===== config.mk =====
export PLATFORM = sky130hd
export DESIGN_NAME = afc_adpcm_frame_decoder
export DESIGN_NICKNAME = d
export VERILOG_FILES = /design/src/design/afc_pkg.sv /design/src/design/afc_adpcm_frame_decoder.sv
export SDC_FILE = /design/constraint.sdc
export NUM_CORES = 1
export LEC_CHECK = 0
export ABC_AREA = 1
export BUFFER_PORTS_ARGS = -buffer_cell sky130_fd_sc_hd__buf_2
export CAP_MARGIN = 30
export CELL_PAD_IN_SITES_DETAIL_PLACEMENT = 0
export CELL_PAD_IN_SITES_GLOBAL_PLACEMENT = 2
export CORE_MARGIN = 4
export CORE_UTILIZATION = 41
export DETAILED_ROUTE_END_ITERATION = 8
export PLACE_DENSITY_LB_ADDON = 0.1
export SKIP_CTS_REPAIR_TIMING = 1
export SLEW_MARGIN = 40
export SYNTH_ARGS = -nofsm -noshare
export SYNTH_HDL_FRONTEND = slang
export SYNTH_SLANG_ARGS = --single-unit

===== constraint.sdc =====
create_clock -name clk -period 7.9 [get_ports clk]
set_clock_uncertainty 0.1 [all_clocks]
set_input_delay 0.395 -clock clk [delete_from_list [all_inputs] [get_ports clk]]
set_output_delay 0.395 -clock clk [all_outputs]
set_load 0.03 [all_outputs]

===== src/design/afc_pkg.sv =====
// Shared types, constants and coefficient table for the AFC ADPCM frame decoder.
`timescale 1ns / 1ps

package afc_pkg;

    localparam int BYTE_W    = 8;
    localparam int SAMPLE_W  = 16;
    localparam int COEF_W    = 14;
    localparam int ACC_W     = 33;
    localparam int PROD_W    = COEF_W + SAMPLE_W;
    localparam int POS_W     = 4;
    localparam int PRED_SHIFT = 11;

    localparam logic [POS_W-1:0] CODES_4BIT = POS_W'(8);
    localparam logic [POS_W-1:0] CODES_2BIT = POS_W'(4);

    localparam logic MODE_4BIT = 1'b0;
    localparam logic MODE_2BIT = 1'b1;

    typedef struct packed {
        logic signed [COEF_W-1:0] c1;
        logic signed [COEF_W-1:0] c2;
    } coef_pair_t;

    function automatic coef_pair_t coef_lookup(input logic [3:0] idx);
        coef_pair_t p;
        case (idx)
            4'd0:    p = '{c1:  14'sd0,    c2:  14'sd0};
            4'd1:    p = '{c1:  14'sd2048, c2:  14'sd0};
            4'd2:    p = '{c1:  14'sd0,    c2:  14'sd2048};
            4'd3:    p = '{c1:  14'sd1024, c2:  14'sd1024};
            4'd4:    p = '{c1:  14'sd4096, c2: -14'sd2048};
            4'd5:    p = '{c1:  14'sd3584, c2: -14'sd1536};
            4'd6:    p = '{c1:  14'sd3072, c2: -14'sd1024};
            4'd7:    p = '{c1:  14'sd4608, c2: -14'sd2560};
            4'd8:    p = '{c1:  14'sd4200, c2: -14'sd2248};
            4'd9:    p = '{c1:  14'sd4800, c2: -14'sd2300};
            4'd10:   p = '{c1:  14'sd5120, c2: -14'sd3072};
            4'd11:   p = '{c1:  14'sd2048, c2: -14'sd2048};
            4'd12:   p = '{c1:  14'sd1024, c2: -14'sd1024};
            4'd13:   p = '{c1: -14'sd1024, c2:  14'sd1024};
            4'd14:   p = '{c1: -14'sd1024, c2:  14'sd0};
            default: p = '{c1: -14'sd2048, c2:  14'sd0};
        endcase
        return p;
    endfunction

endpackage


===== src/design/afc_adpcm_frame_decoder.sv =====
// AFC style second-order ADPCM frame decoder, mono, one frame byte per transaction.
//
// Input channel s_*: one frame byte per transaction. Each frame is a header byte
// (scale exponent in the high nibble, predictor index in the low nibble) followed
// by 8 code bytes (4-bit mode) or 4 code bytes (2-bit mode).
// Output channel m_*: one decoded 16-bit sample per transaction, tuser marks the last
// sample of a code byte. Config channel cfg_*: code width mode (0 = 4-bit codes,
// 1 = 2-bit codes), to be written while the block is idle, which is not enforced.
// A header byte is absorbed in its accept cycle and gives no output.
// A code byte gives two samples (4-bit mode) or four (2-bit mode), each through
// one shared 14x16 multiplier and adder (c1*previous, then c2*older, then
// shift/saturate into the output register). After the last sample of the byte
// the sequencer goes back to idle before the next byte is taken. The first sample
// is written from ST_SAT, after ST_MUL1 and ST_MUL2.
// If the receiver stalls, the sample waits in the output register and the
// sequencer holds before writing the next one; a new byte is accepted while the
// final sample of the previous byte still waits.
// Reset clears history, frame position, header fields and mode; the next byte
// is taken as a header.
`timescale 1ns / 1ps

module afc_adpcm_frame_decoder
(
    input  logic                          clk,
    input  logic                          rst_n,
    input  logic                          s_tvalid,
    output logic                          s_tready,
    input  logic [afc_pkg::BYTE_W-1:0]    s_tdata,   // [7:0] frame_byte
    output logic                          m_tvalid,
    input  logic                          m_tready,
    output logic [afc_pkg::SAMPLE_W-1:0]  m_tdata,   // [15:0] pcm_sample
    output logic                          m_tuser,   // [0] last_of_byte
    input  logic                          cfg_valid,
    output logic                          cfg_ready,
    input  logic                          cfg_data   // code_width_mode
);
    import afc_pkg::*;

    localparam logic [1:0] ST_IDLE = 2'd0;
    localparam logic [1:0] ST_MUL1 = 2'd1;
    localparam logic [1:0] ST_MUL2 = 2'd2;
    localparam logic [1:0] ST_SAT  = 2'd3;

    logic [1:0]                 state_reg, state_next;
    logic                       mode_reg, mode_next;
    logic [POS_W-1:0]           pos_reg, pos_next;
    logic [3:0]                 exp_reg, exp_next;
    logic [3:0]                 pred_reg, pred_next;
    logic [BYTE_W-1:0]          code_reg, code_next;
    logic [1:0]                 idx_reg, idx_next;
    logic signed [SAMPLE_W-1:0] prev_reg, prev_next;
    logic signed [SAMPLE_W-1:0] older_reg, older_next;
    logic signed [ACC_W-1:0]    acc_reg, acc_next;
    logic                       out_valid_reg, out_valid_next;
    logic [SAMPLE_W-1:0]        out_data_reg, out_data_next;
    logic                       out_last_reg, out_last_next;

    logic                       in_xact;
    logic                       out_free;
    logic                       last_sample;
    logic [3:0]                 code4;
    logic signed [ACC_W-1:0]    scaled;
    logic [4:0]                 shamt;
    coef_pair_t                 coefs;
    logic signed [COEF_W-1:0]   mul_a;
    logic signed [SAMPLE_W-1:0] mul_b;
    logic signed [PROD_W-1:0]   prod;
    logic signed [ACC_W-1:0]    addend;
    logic signed [ACC_W-1:0]    sum;
    logic signed [ACC_W-1:0]    shifted;
    logic signed [SAMPLE_W-1:0] sat_val;
    logic [POS_W-1:0]           codes;

    assign s_tready  = (state_reg == ST_IDLE);
    assign cfg_ready = 1'b1;
    assign m_tvalid  = out_valid_reg;
    assign m_tdata   = out_data_reg;
    assign m_tuser   = out_last_reg;

    assign in_xact     = s_tvalid && s_tready;
    assign out_free    = !out_valid_reg || m_tready;
    assign last_sample = (mode_reg == MODE_2BIT) ? (idx_reg == 2'd3) : (idx_reg == 2'd1);
    assign codes       = (mode_reg == MODE_2BIT) ? CODES_2BIT : CODES_4BIT;

    // 2-bit pair scaled by 2^(exp+13) equals the pair moved up two bits at 2^(exp+11)
    assign code4  = (mode_reg == MODE_2BIT) ? {code_reg[7:6], 2'b00} : code_reg[7:4];
    assign shamt  = {1'b0, exp_reg} + 5'd11;
    assign scaled = ACC_W'($signed(code4)) <<< shamt;

    // shared multiply-add unit
    assign coefs  = coef_lookup(pred_reg);
    assign mul_a  = (state_reg == ST_MUL1) ? coefs.c1 : coefs.c2;
    assign mul_b  = (state_reg == ST_MUL1) ? prev_reg : older_reg;
    assign prod   = mul_a * mul_b;
    assign addend = (state_reg == ST_MUL1) ? scaled : acc_reg;
    assign sum    = addend + ACC_W'(prod);

    assign shifted = acc_reg >>> PRED_SHIFT;
    always_comb
    begin
        if (shifted > ACC_W'(32767))
            sat_val = 16'sh7FFF;
        else if (shifted < -ACC_W'(32768))
            sat_val = -16'sh8000;
        else
            sat_val = shifted[SAMPLE_W-1:0];
    end

    always_comb
    begin
        state_next     = state_reg;
        mode_next      = mode_reg;
        pos_next       = pos_reg;
        exp_next       = exp_reg;
        pred_next      = pred_reg;
        code_next      = code_reg;
        idx_next       = idx_reg;
        prev_next      = prev_reg;
        older_next     = older_reg;
        acc_next       = acc_reg;
        out_valid_next = out_valid_reg;
        out_data_next  = out_data_reg;
        out_last_next  = out_last_reg;

        if (cfg_valid && cfg_ready)
            mode_next = cfg_data;

        if (out_valid_reg && m_tready)
            out_valid_next = 1'b0;

        unique case (state_reg)
            ST_IDLE:
            begin
                if (in_xact)
                begin
                    if (pos_reg == '0)
                    begin
                        exp_next  = s_tdata[7:4];
                        pred_next = s_tdata[3:0];
                        pos_next  = POS_W'(1);
                    end
                    else
                    begin
                        code_next  = s_tdata;
                        idx_next   = 2'd0;
                        state_next = ST_MUL1;
                        if (pos_reg >= codes)
                            pos_next = '0;
                        else
                            pos_next = pos_reg + POS_W'(1);
                    end
                end
            end
            ST_MUL1:
            begin
                acc_next   = sum;
                state_next = ST_MUL2;
            end
            ST_MUL2:
            begin
                acc_next   = sum;
                state_next = ST_SAT;
            end
            ST_SAT:
            begin
                if (out_free)
                begin
                    out_valid_next = 1'b1;
                    out_data_next  = sat_val;
                    out_last_next  = last_sample;
                    older_next     = prev_reg;
                    prev_next      = sat_val;
                    if (mode_reg == MODE_2BIT)
                        code_next = {code_reg[5:0], 2'b00};
                    else
                        code_next = {code_reg[3:0], 4'b0000};
                    idx_next   = idx_reg + 2'd1;
                    state_next = last_sample ? ST_IDLE : ST_MUL1;
                end
            end
            default:
            begin
                state_next = ST_IDLE;
            end
        endcase
    end

    always_ff @(posedge clk or negedge rst_n)
    begin
        if (!rst_n)
        begin
            state_reg     <= ST_IDLE;
            mode_reg      <= MODE_4BIT;
            pos_reg       <= '0;
            exp_reg       <= '0;
            pred_reg      <= '0;
            idx_reg       <= '0;
            prev_reg      <= '0;
            older_reg     <= '0;
            out_valid_reg <= 1'b0;
        end
        else
        begin
            state_reg     <= state_next;
            mode_reg      <= mode_next;
            pos_reg       <= pos_next;
            exp_reg       <= exp_next;
            pred_reg      <= pred_next;
            idx_reg       <= idx_next;
            prev_reg      <= prev_next;
            older_reg     <= older_next;
            out_valid_reg <= out_valid_next;
        end
    end

    always_ff @(posedge clk)
    begin
        code_reg     <= code_next;
        acc_reg      <= acc_next;
        out_data_reg <= out_data_next;
        out_last_reg <= out_last_next;
    end

    // a header byte never starts the arithmetic
    assert property (@(posedge clk) disable iff (!rst_n)
        (in_xact && pos_reg == '0) |=> (state_reg == ST_IDLE))
        else $error("header byte started decoding");

    // a code byte always starts with the first multiply
    assert property (@(posedge clk) disable iff (!rst_n)
        (in_xact && pos_reg != '0) |=> (state_reg == ST_MUL1))
        else $error("code byte did not start decoding");

    // sequencer holds while the output register is occupied
    assert property (@(posedge clk) disable iff (!rst_n)
        (state_reg == ST_SAT && !out_free) |=> (state_reg == ST_SAT && out_valid_reg))
        else $error("sample written over a pending output");

    // the final sample of a byte returns the sequencer to idle with tuser set
    assert property (@(posedge clk) disable iff (!rst_n)
        (state_reg == ST_SAT && out_free && last_sample)
            |=> (state_reg == ST_IDLE && m_tvalid && m_tuser))
        else $error("last sample of byte mishandled");

endmodule


==> impl_metrics.toml, run 1 <==
[final_layout]
layout.filler_cells = 3240
layout-drive-gt1-share_pct = 6.75
num-nets-final = 1893
antenna-diode-count = 0
areaGrowthSynthToFinish_pct = 7.94
fin_util_pct = 45.3
largest_register_ff_count = 31
final_design_area_no_fill_sq_um = 14400

[die]
chipHeight_um = 189
dieArea_sq_um = 35600
fp.dieW_um = 189
initial_utilization_pct = 42.0
top_level_ports = 34
std_cell_rows = 65
core_region_area_sq_um = 31900

[timing]
report.final.hold_viol_count = 0
period_share_pct = 89.9
timing.setup.tns_ps = 0
final_period_minus_worst_setup_slack_ps = 7100
worst_pin_slew_ps = 709
rsz0062_at_grt = "false"
timing_max_transition_violations_final = 0
holdWs_ps = 51.3
max_clock_freq_ghz = 0.141
worst_slew_margin_pct = 52.7
setup_viol = 0

[worst_setup_path]
cp_slowest_cell = "sky130_fd_sc_hd__fa_1"
crit_chain = "inv_1 -> ha_1 -> nand2_1 -> nor2_4 -> clkinv_1 -> nor2_1 -> inv_1 -> fa_2 -> buf_4 -> fa_1 -> inv_1 -> fa_1 -> inv_1 -> fa_1 -> inv_1 -> fa_1 -> ha_1 -> ha_1 -> nand2_1 -> nor2_1 -> nand2_1 -> o21ai_0 -> a21oi_1 -> xnor2_1"
critPathMostFrequentCell = "sky130_fd_sc_hd__inv_1"
timing.critical_path.fanout_max = 13
cp.depth = 24
critical_path_arrival_ps = 7140
cp_num_buf_inv = 7
worst-setup-path-type = "reg -> reg"
critical_path.max_stage_delay_ps = 560
worstSetupEndpointType = "flop"
setup.reg_to_reg.worst_slack_ps = 800
timing.critical_path.max_delay_family = "adder cells"
startpoint_type = "flop"
regToRegEndpoint = "acc_reg[26]"
worst_ep_required_time_ps = 7940
reg2reg_depth = 24
rr_startpoint = "pred_reg[1]"
crit_path_start = "pred_reg[1]"

[route]
vias_per_cell = 4.94
detail-route-antenna-nets = 0
drcViolationCount = 0
detailed_router_s_first_iteration_violation_count = 752
wl_um = 39400
vias = 9903
detail_route.first_pass.iterations = 5
wl_per_cell_um = 19.6

[min_path]
hp-class = "in -> async"

[synthesis]
synth.net_count = 1858
syn_warnings = 0
total_of_flip_flops_plus_latches_after_synthesis = 106
postSynthAreaPerCell_sq_um = 8.75
synth_edf_count = 56
synth_flop_cell = "sky130_fd_sc_hd__edfxtp_1"
synth.lib_cells_used.distinct = 46
async_flop_share_pct = 47.2
postSynthCellCount = 1530
synth.yosys.seq_area_share_pct = 21.9
netlist_area_sq_um = 13400

[grt]
grt_pass1_wl_um = 63800
antenna_violations_before_repair = 1
gr_util_all_layers_pct = 23.5
first_global_vias = 10500
grt_overflow = 0
grt_start_max_net_pins = 51

[clock_tree]
cts.root.buffer_cell = "sky130_fd_sc_hd__clkbuf_16"
cts_tree = "yes"
numCtsBuffers = 9
cts_max_level = 3
cts_buffer_depth = 2
path_clk_slew_ps = 80
clk-insertion-delay-late_ps = 380
clock-sinks = 106

[placed_design]
placed_area_sq_um = 14200
detailed_placement_hpwl_um = 33600
gp_routability_congestion = 0.921
buffer_ports.inserted = 32

[job]
maxCapViolations = 0

[run_status]
status = "finished clean"
## cells by family (layout without fill, tap and decap cells)
group	after synthesis	after routing	share of synthesized area (%)
flops	106	106	21.9
other cells	1	1	0.0280
fa+ha+maj	314	314	41.6
buf+inv	389	429	11.2
simple gates	460	460	13.8
xor+xnor	30	30	2.16
compound gates	230	230	9.27
## worst max-delay path by stage
stage,end,slack [ps]
after floorplan,acc_reg[26],1330
after global placement,acc_reg[32],550
after detailed placement,acc_reg[30],740
after CTS,acc_reg[30],720
after global routing,acc_reg[32],190
final,acc_reg[26],800
## layout make-up
class                           instances  area (sq um)  share of cell area [%]
Sequential cell                       106          2930                    20.3
Multi-Input combinational cell       1035          8970                    62.1
Clock inverter                          6          63.8                   0.442
Inverter                              355          1340                    9.24
Tap cell                              435           544                    3.77
Timing Repair Buffer                   58           368                    2.55
Clock buffer                           10           229                    1.58
## worst reg2reg max path, delay by kind of cell, from the launching register on
family	cells	cell delay [ps]
adder cells (fa/ha/maj)	8	3420
buffers and inverters	7	1070
AO/OA/AOI/OAI	2	600
XOR/XNOR	1	150
AND/OR/NAND/NOR	6	1090
flip-flops	1	460
## synth_stat cells, types with 3 or more instances
cell type	n	area, sq um
sky130_fd_sc_hd__nor2_4	4	45.0
sky130_fd_sc_hd__inv_2	9	33.8
sky130_fd_sc_hd__a31oi_1	4	25.0
sky130_fd_sc_hd__o22ai_1	7	43.8
sky130_fd_sc_hd__xnor2_1	13	114
sky130_fd_sc_hd__dfrtp_1	50	1250
sky130_fd_sc_hd__xor2_1	15	131
sky130_fd_sc_hd__fa_1	219	4380
sky130_fd_sc_hd__nand4_1	8	50.1
sky130_fd_sc_hd__inv_1	344	1290
sky130_fd_sc_hd__nor3_1	3	15.0
sky130_fd_sc_hd__o21ai_2	3	26.3
sky130_fd_sc_hd__buf_1	3	11.3
sky130_fd_sc_hd__o21bai_1	3	22.5
sky130_fd_sc_hd__a21oi_1	87	435
sky130_fd_sc_hd__nand3_1	26	130
sky130_fd_sc_hd__o211ai_1	3	22.5
sky130_fd_sc_hd__nor2_1	142	533
sky130_fd_sc_hd__buf_4	3	22.5
sky130_fd_sc_hd__nand2_2	3	18.8
sky130_fd_sc_hd__clkbuf_1	15	56.3
sky130_fd_sc_hd__nand2_1	265	995
sky130_fd_sc_hd__o21ai_1	9	45.0
sky130_fd_sc_hd__edfxtp_1	56	1680
sky130_fd_sc_hd__a21o_1	3	22.5
sky130_fd_sc_hd__o21ai_0	100	500
sky130_fd_sc_hd__a22oi_1	3	22.5
sky130_fd_sc_hd__ha_1	95	1190
sky130_fd_sc_hd__buf_2	12	60.1
## layer usage
| layer | global-route usage [%] | vias to the layer above | routed length [um] | share of wire, % |
|---|---|---|---|---|
| li1 | - | 4741 | - | - |
| met1 | 36.5 | 4860 | 19800 | 50 |
| met2 | 33.1 | 260 | 16000 | 41 |
| met3 | 5.61 | 42 | 2680 | 6.8 |
| met4 | 5.83 | 0 | 925 | 2.3 |
| met5 | 0 | - | 0 | 0 |
## through the flow
step                      cells  setup slack (ps)
after global routing       2005               189
after CTS                  2005               715
after global placement     1989               551
after floorplan            1530              1330
final                      2005               795
after detailed placement   1989               738
## layout by cell type (no fill, tap or decap), drive strengths merged
cell	n
o21a	2
clkbuf	10
clkinvlp	1
o31ai	2
nand3	26
and2	1
xor2	16
nand2	269
o221ai	1
a21o	3
dfrtp	50
nor4	2
xnor2	14
o21ai	113
o22ai	7
o211ai	3
bufinv	1
a22oi	3
conb	1
a211oi	2
clkinv	3
inv	356
nor2	148
edfxtp	56
a21oi	87
or2	2
buf	58
o21bai	3
nor3	4
fa	219
nand4	8
ha	95
a31oi	4
Power of run 1 is not shown: default switching activity piles up to over one toggle a cycle in this logic, so the estimate is an artifact.
==> inputs of run 2 (changes only) <==
--- a/config.mk
+++ b/config.mk
@@ -8,12 +8,9 @@
 export ABC_AREA = 1
 export BUFFER_PORTS_ARGS = -buffer_cell sky130_fd_sc_hd__buf_2
 export CAP_MARGIN = 30
-export CELL_PAD_IN_SITES_DETAIL_PLACEMENT = 0
-export CELL_PAD_IN_SITES_GLOBAL_PLACEMENT = 2
 export CORE_MARGIN = 4
-export CORE_UTILIZATION = 41
+export CORE_UTILIZATION = 45
 export DETAILED_ROUTE_END_ITERATION = 8
-export PLACE_DENSITY_LB_ADDON = 0.1
 export SKIP_CTS_REPAIR_TIMING = 1
 export SLEW_MARGIN = 40
 export SYNTH_ARGS = -nofsm -noshare
==> impl_metrics.toml, run 2 (synthesis gave the netlist of run 1 again) <==
[run_status]
status = "finished clean"

[worst_setup_path]
crit_chain = "inv_1 -> ha_1 -> nand2_1 -> nor2_4 -> clkinv_1 -> nor2_1 -> inv_1 -> fa_2 -> buf_4 -> fa_1 -> inv_1 -> fa_1 -> fa_1 -> fa_1 -> ha_1 -> ha_1 -> a21oi_1 -> o21ai_0 -> a211oi_1 -> nand3_1 -> nand2_1 -> nand2_1"
cp_num_buf_inv = 5
critPathMostFrequentCell = "sky130_fd_sc_hd__fa_1"
timing.critical_path.fanout_max = 9
timing.critical_path.max_delay_family = "adder cells"
cp_slowest_cell = "sky130_fd_sc_hd__fa_2"
critical_path.max_stage_delay_ps = 700
worst_ep_required_time_ps = 7930
worstSetupEndpointType = "flop"
worst-setup-path-type = "reg -> reg"
startpoint_type = "flop"
critical_path_arrival_ps = 7210

[route]
detail_route.first_pass.iterations = 5
detailed_router_s_first_iteration_violation_count = 954
wl_per_cell_um = 18.7
wl_um = 36500
vias_per_cell = 5.16
vias = 10100
drcViolationCount = 0
detail-route-antenna-nets = 0

[timing]
timing.setup.tns_ps = 0
worst_slew_margin_pct = 41.7
postLayoutSetupSlackWorst_ps = 724
worst_pin_slew_ps = 865
period_share_pct = 90.8
final_period_minus_worst_setup_slack_ps = 7180
timing_max_transition_violations_final = 0
max_clock_freq_ghz = 0.139
report.final.hold_viol_count = 0
rsz0062_at_grt = "false"
setup_viol = 0

[placed_design]
buffer_ports.inserted = 32
place.detailed.instances = 1931
pre_cts_slack_ps = 676
detailed_placement_hpwl_um = 30900
gp_routability_congestion = 0.957

[clock_tree]
path_clk_slew_ps = 80
numCtsBuffers = 9
cts_max_level = 3
clk-insertion-delay-late_ps = 370
clock-sinks = 106
cts_tree = "yes"
cts_buffer_depth = 2
cts.root.buffer_cell = "sky130_fd_sc_hd__clkbuf_16"

[grt]
antenna_violations_before_repair = 0
grt_start_max_net_pins = 51
grt_pass1_wl_um = 60100
first_global_vias = 10500
grt_overflow = 0
gr_util_all_layers_pct = 23.6

[final_layout]
num-nets-final = 1886
layout.cells.most_common = "sky130_fd_sc_hd__inv_1"
largest_register_ff_count = 31
layout.cells.most_common_list = "sky130_fd_sc_hd__inv_1, sky130_fd_sc_hd__nand2_1, sky130_fd_sc_hd__fa_1, sky130_fd_sc_hd__nor2_1, sky130_fd_sc_hd__o21ai_0"
layout-drive-gt1-share_pct = 6.21
areaGrowthSynthToFinish_pct = 6.90
layout.cells.non_filler = 1947
antenna-diode-count = 0

[die]
std_cell_rows = 62
dieArea_sq_um = 32600
initial_utilization_pct = 46.1
core_region_area_sq_um = 29000
top_level_ports = 34
fp.dieW_um = 180
chipHeight_um = 180

[job]
maxCapViolations = 0

[min_path]
hp-class = "in -> async"
-- run 2: cell types whose count changed in the layout (fill, tap and decap cells not counted), sizes merged --
cell    change
buf         -7
clkinv      +1
bufinv      -1
-- run 2: metrics by stage --
| stage | cell area, sq um | utilization (%) | hold WS, ps |
|---|---|---|---|
| global route | 14300 | 49.3 | 99.0 |
| global placement | 14000 | 48.3 | 368 |
| finish | 14300 | 49.3 | 40.7 |
| CTS | 14300 | 49.3 | 79.9 |
| floorplan | 13400 | - | -0.591 |
| detailed placement | 14000 | 48.3 | 375 |
-- run 2: cell type report --
type | instances | area [sq um]
Clock buffer | 10 | 229
Clock inverter | 6 | 58.8
Fill cell | 2819 | 14700
Inverter | 355 | 1330
Multi-Input combinational cell | 1035 | 8970
Sequential cell | 106 | 2930
Tap cell | 384 | 480
Timing Repair Buffer | 51 | 303
-- run 2: routing by layer --
layer / vias up / GRT usage, % / wire length, um
met5: - / 0 / 0
met4: 0 / 4.51 / 585
met3: 37 / 4.44 / 2860
met2: 368 / 36.0 / 16200
met1: 4908 / 35.8 / 16900
li1: 4743 / - / -
-- run 2: worst paths after layout --
path,start,endpoint,slack (ps),depth (start not counted)
max,pred_reg[1],acc_reg[31],720,22
min,rst_n,pos_reg[3],40,2
max reg2reg,pred_reg[1],acc_reg[31],720,22
min reg2reg,older_reg[12],older_reg[12],390,2
max in group asynchronous,rst_n,prev_reg[9],7150,2
min in group clk,cfg_valid,mode_reg,140,2
Power of run 2 is left out for the same reason.
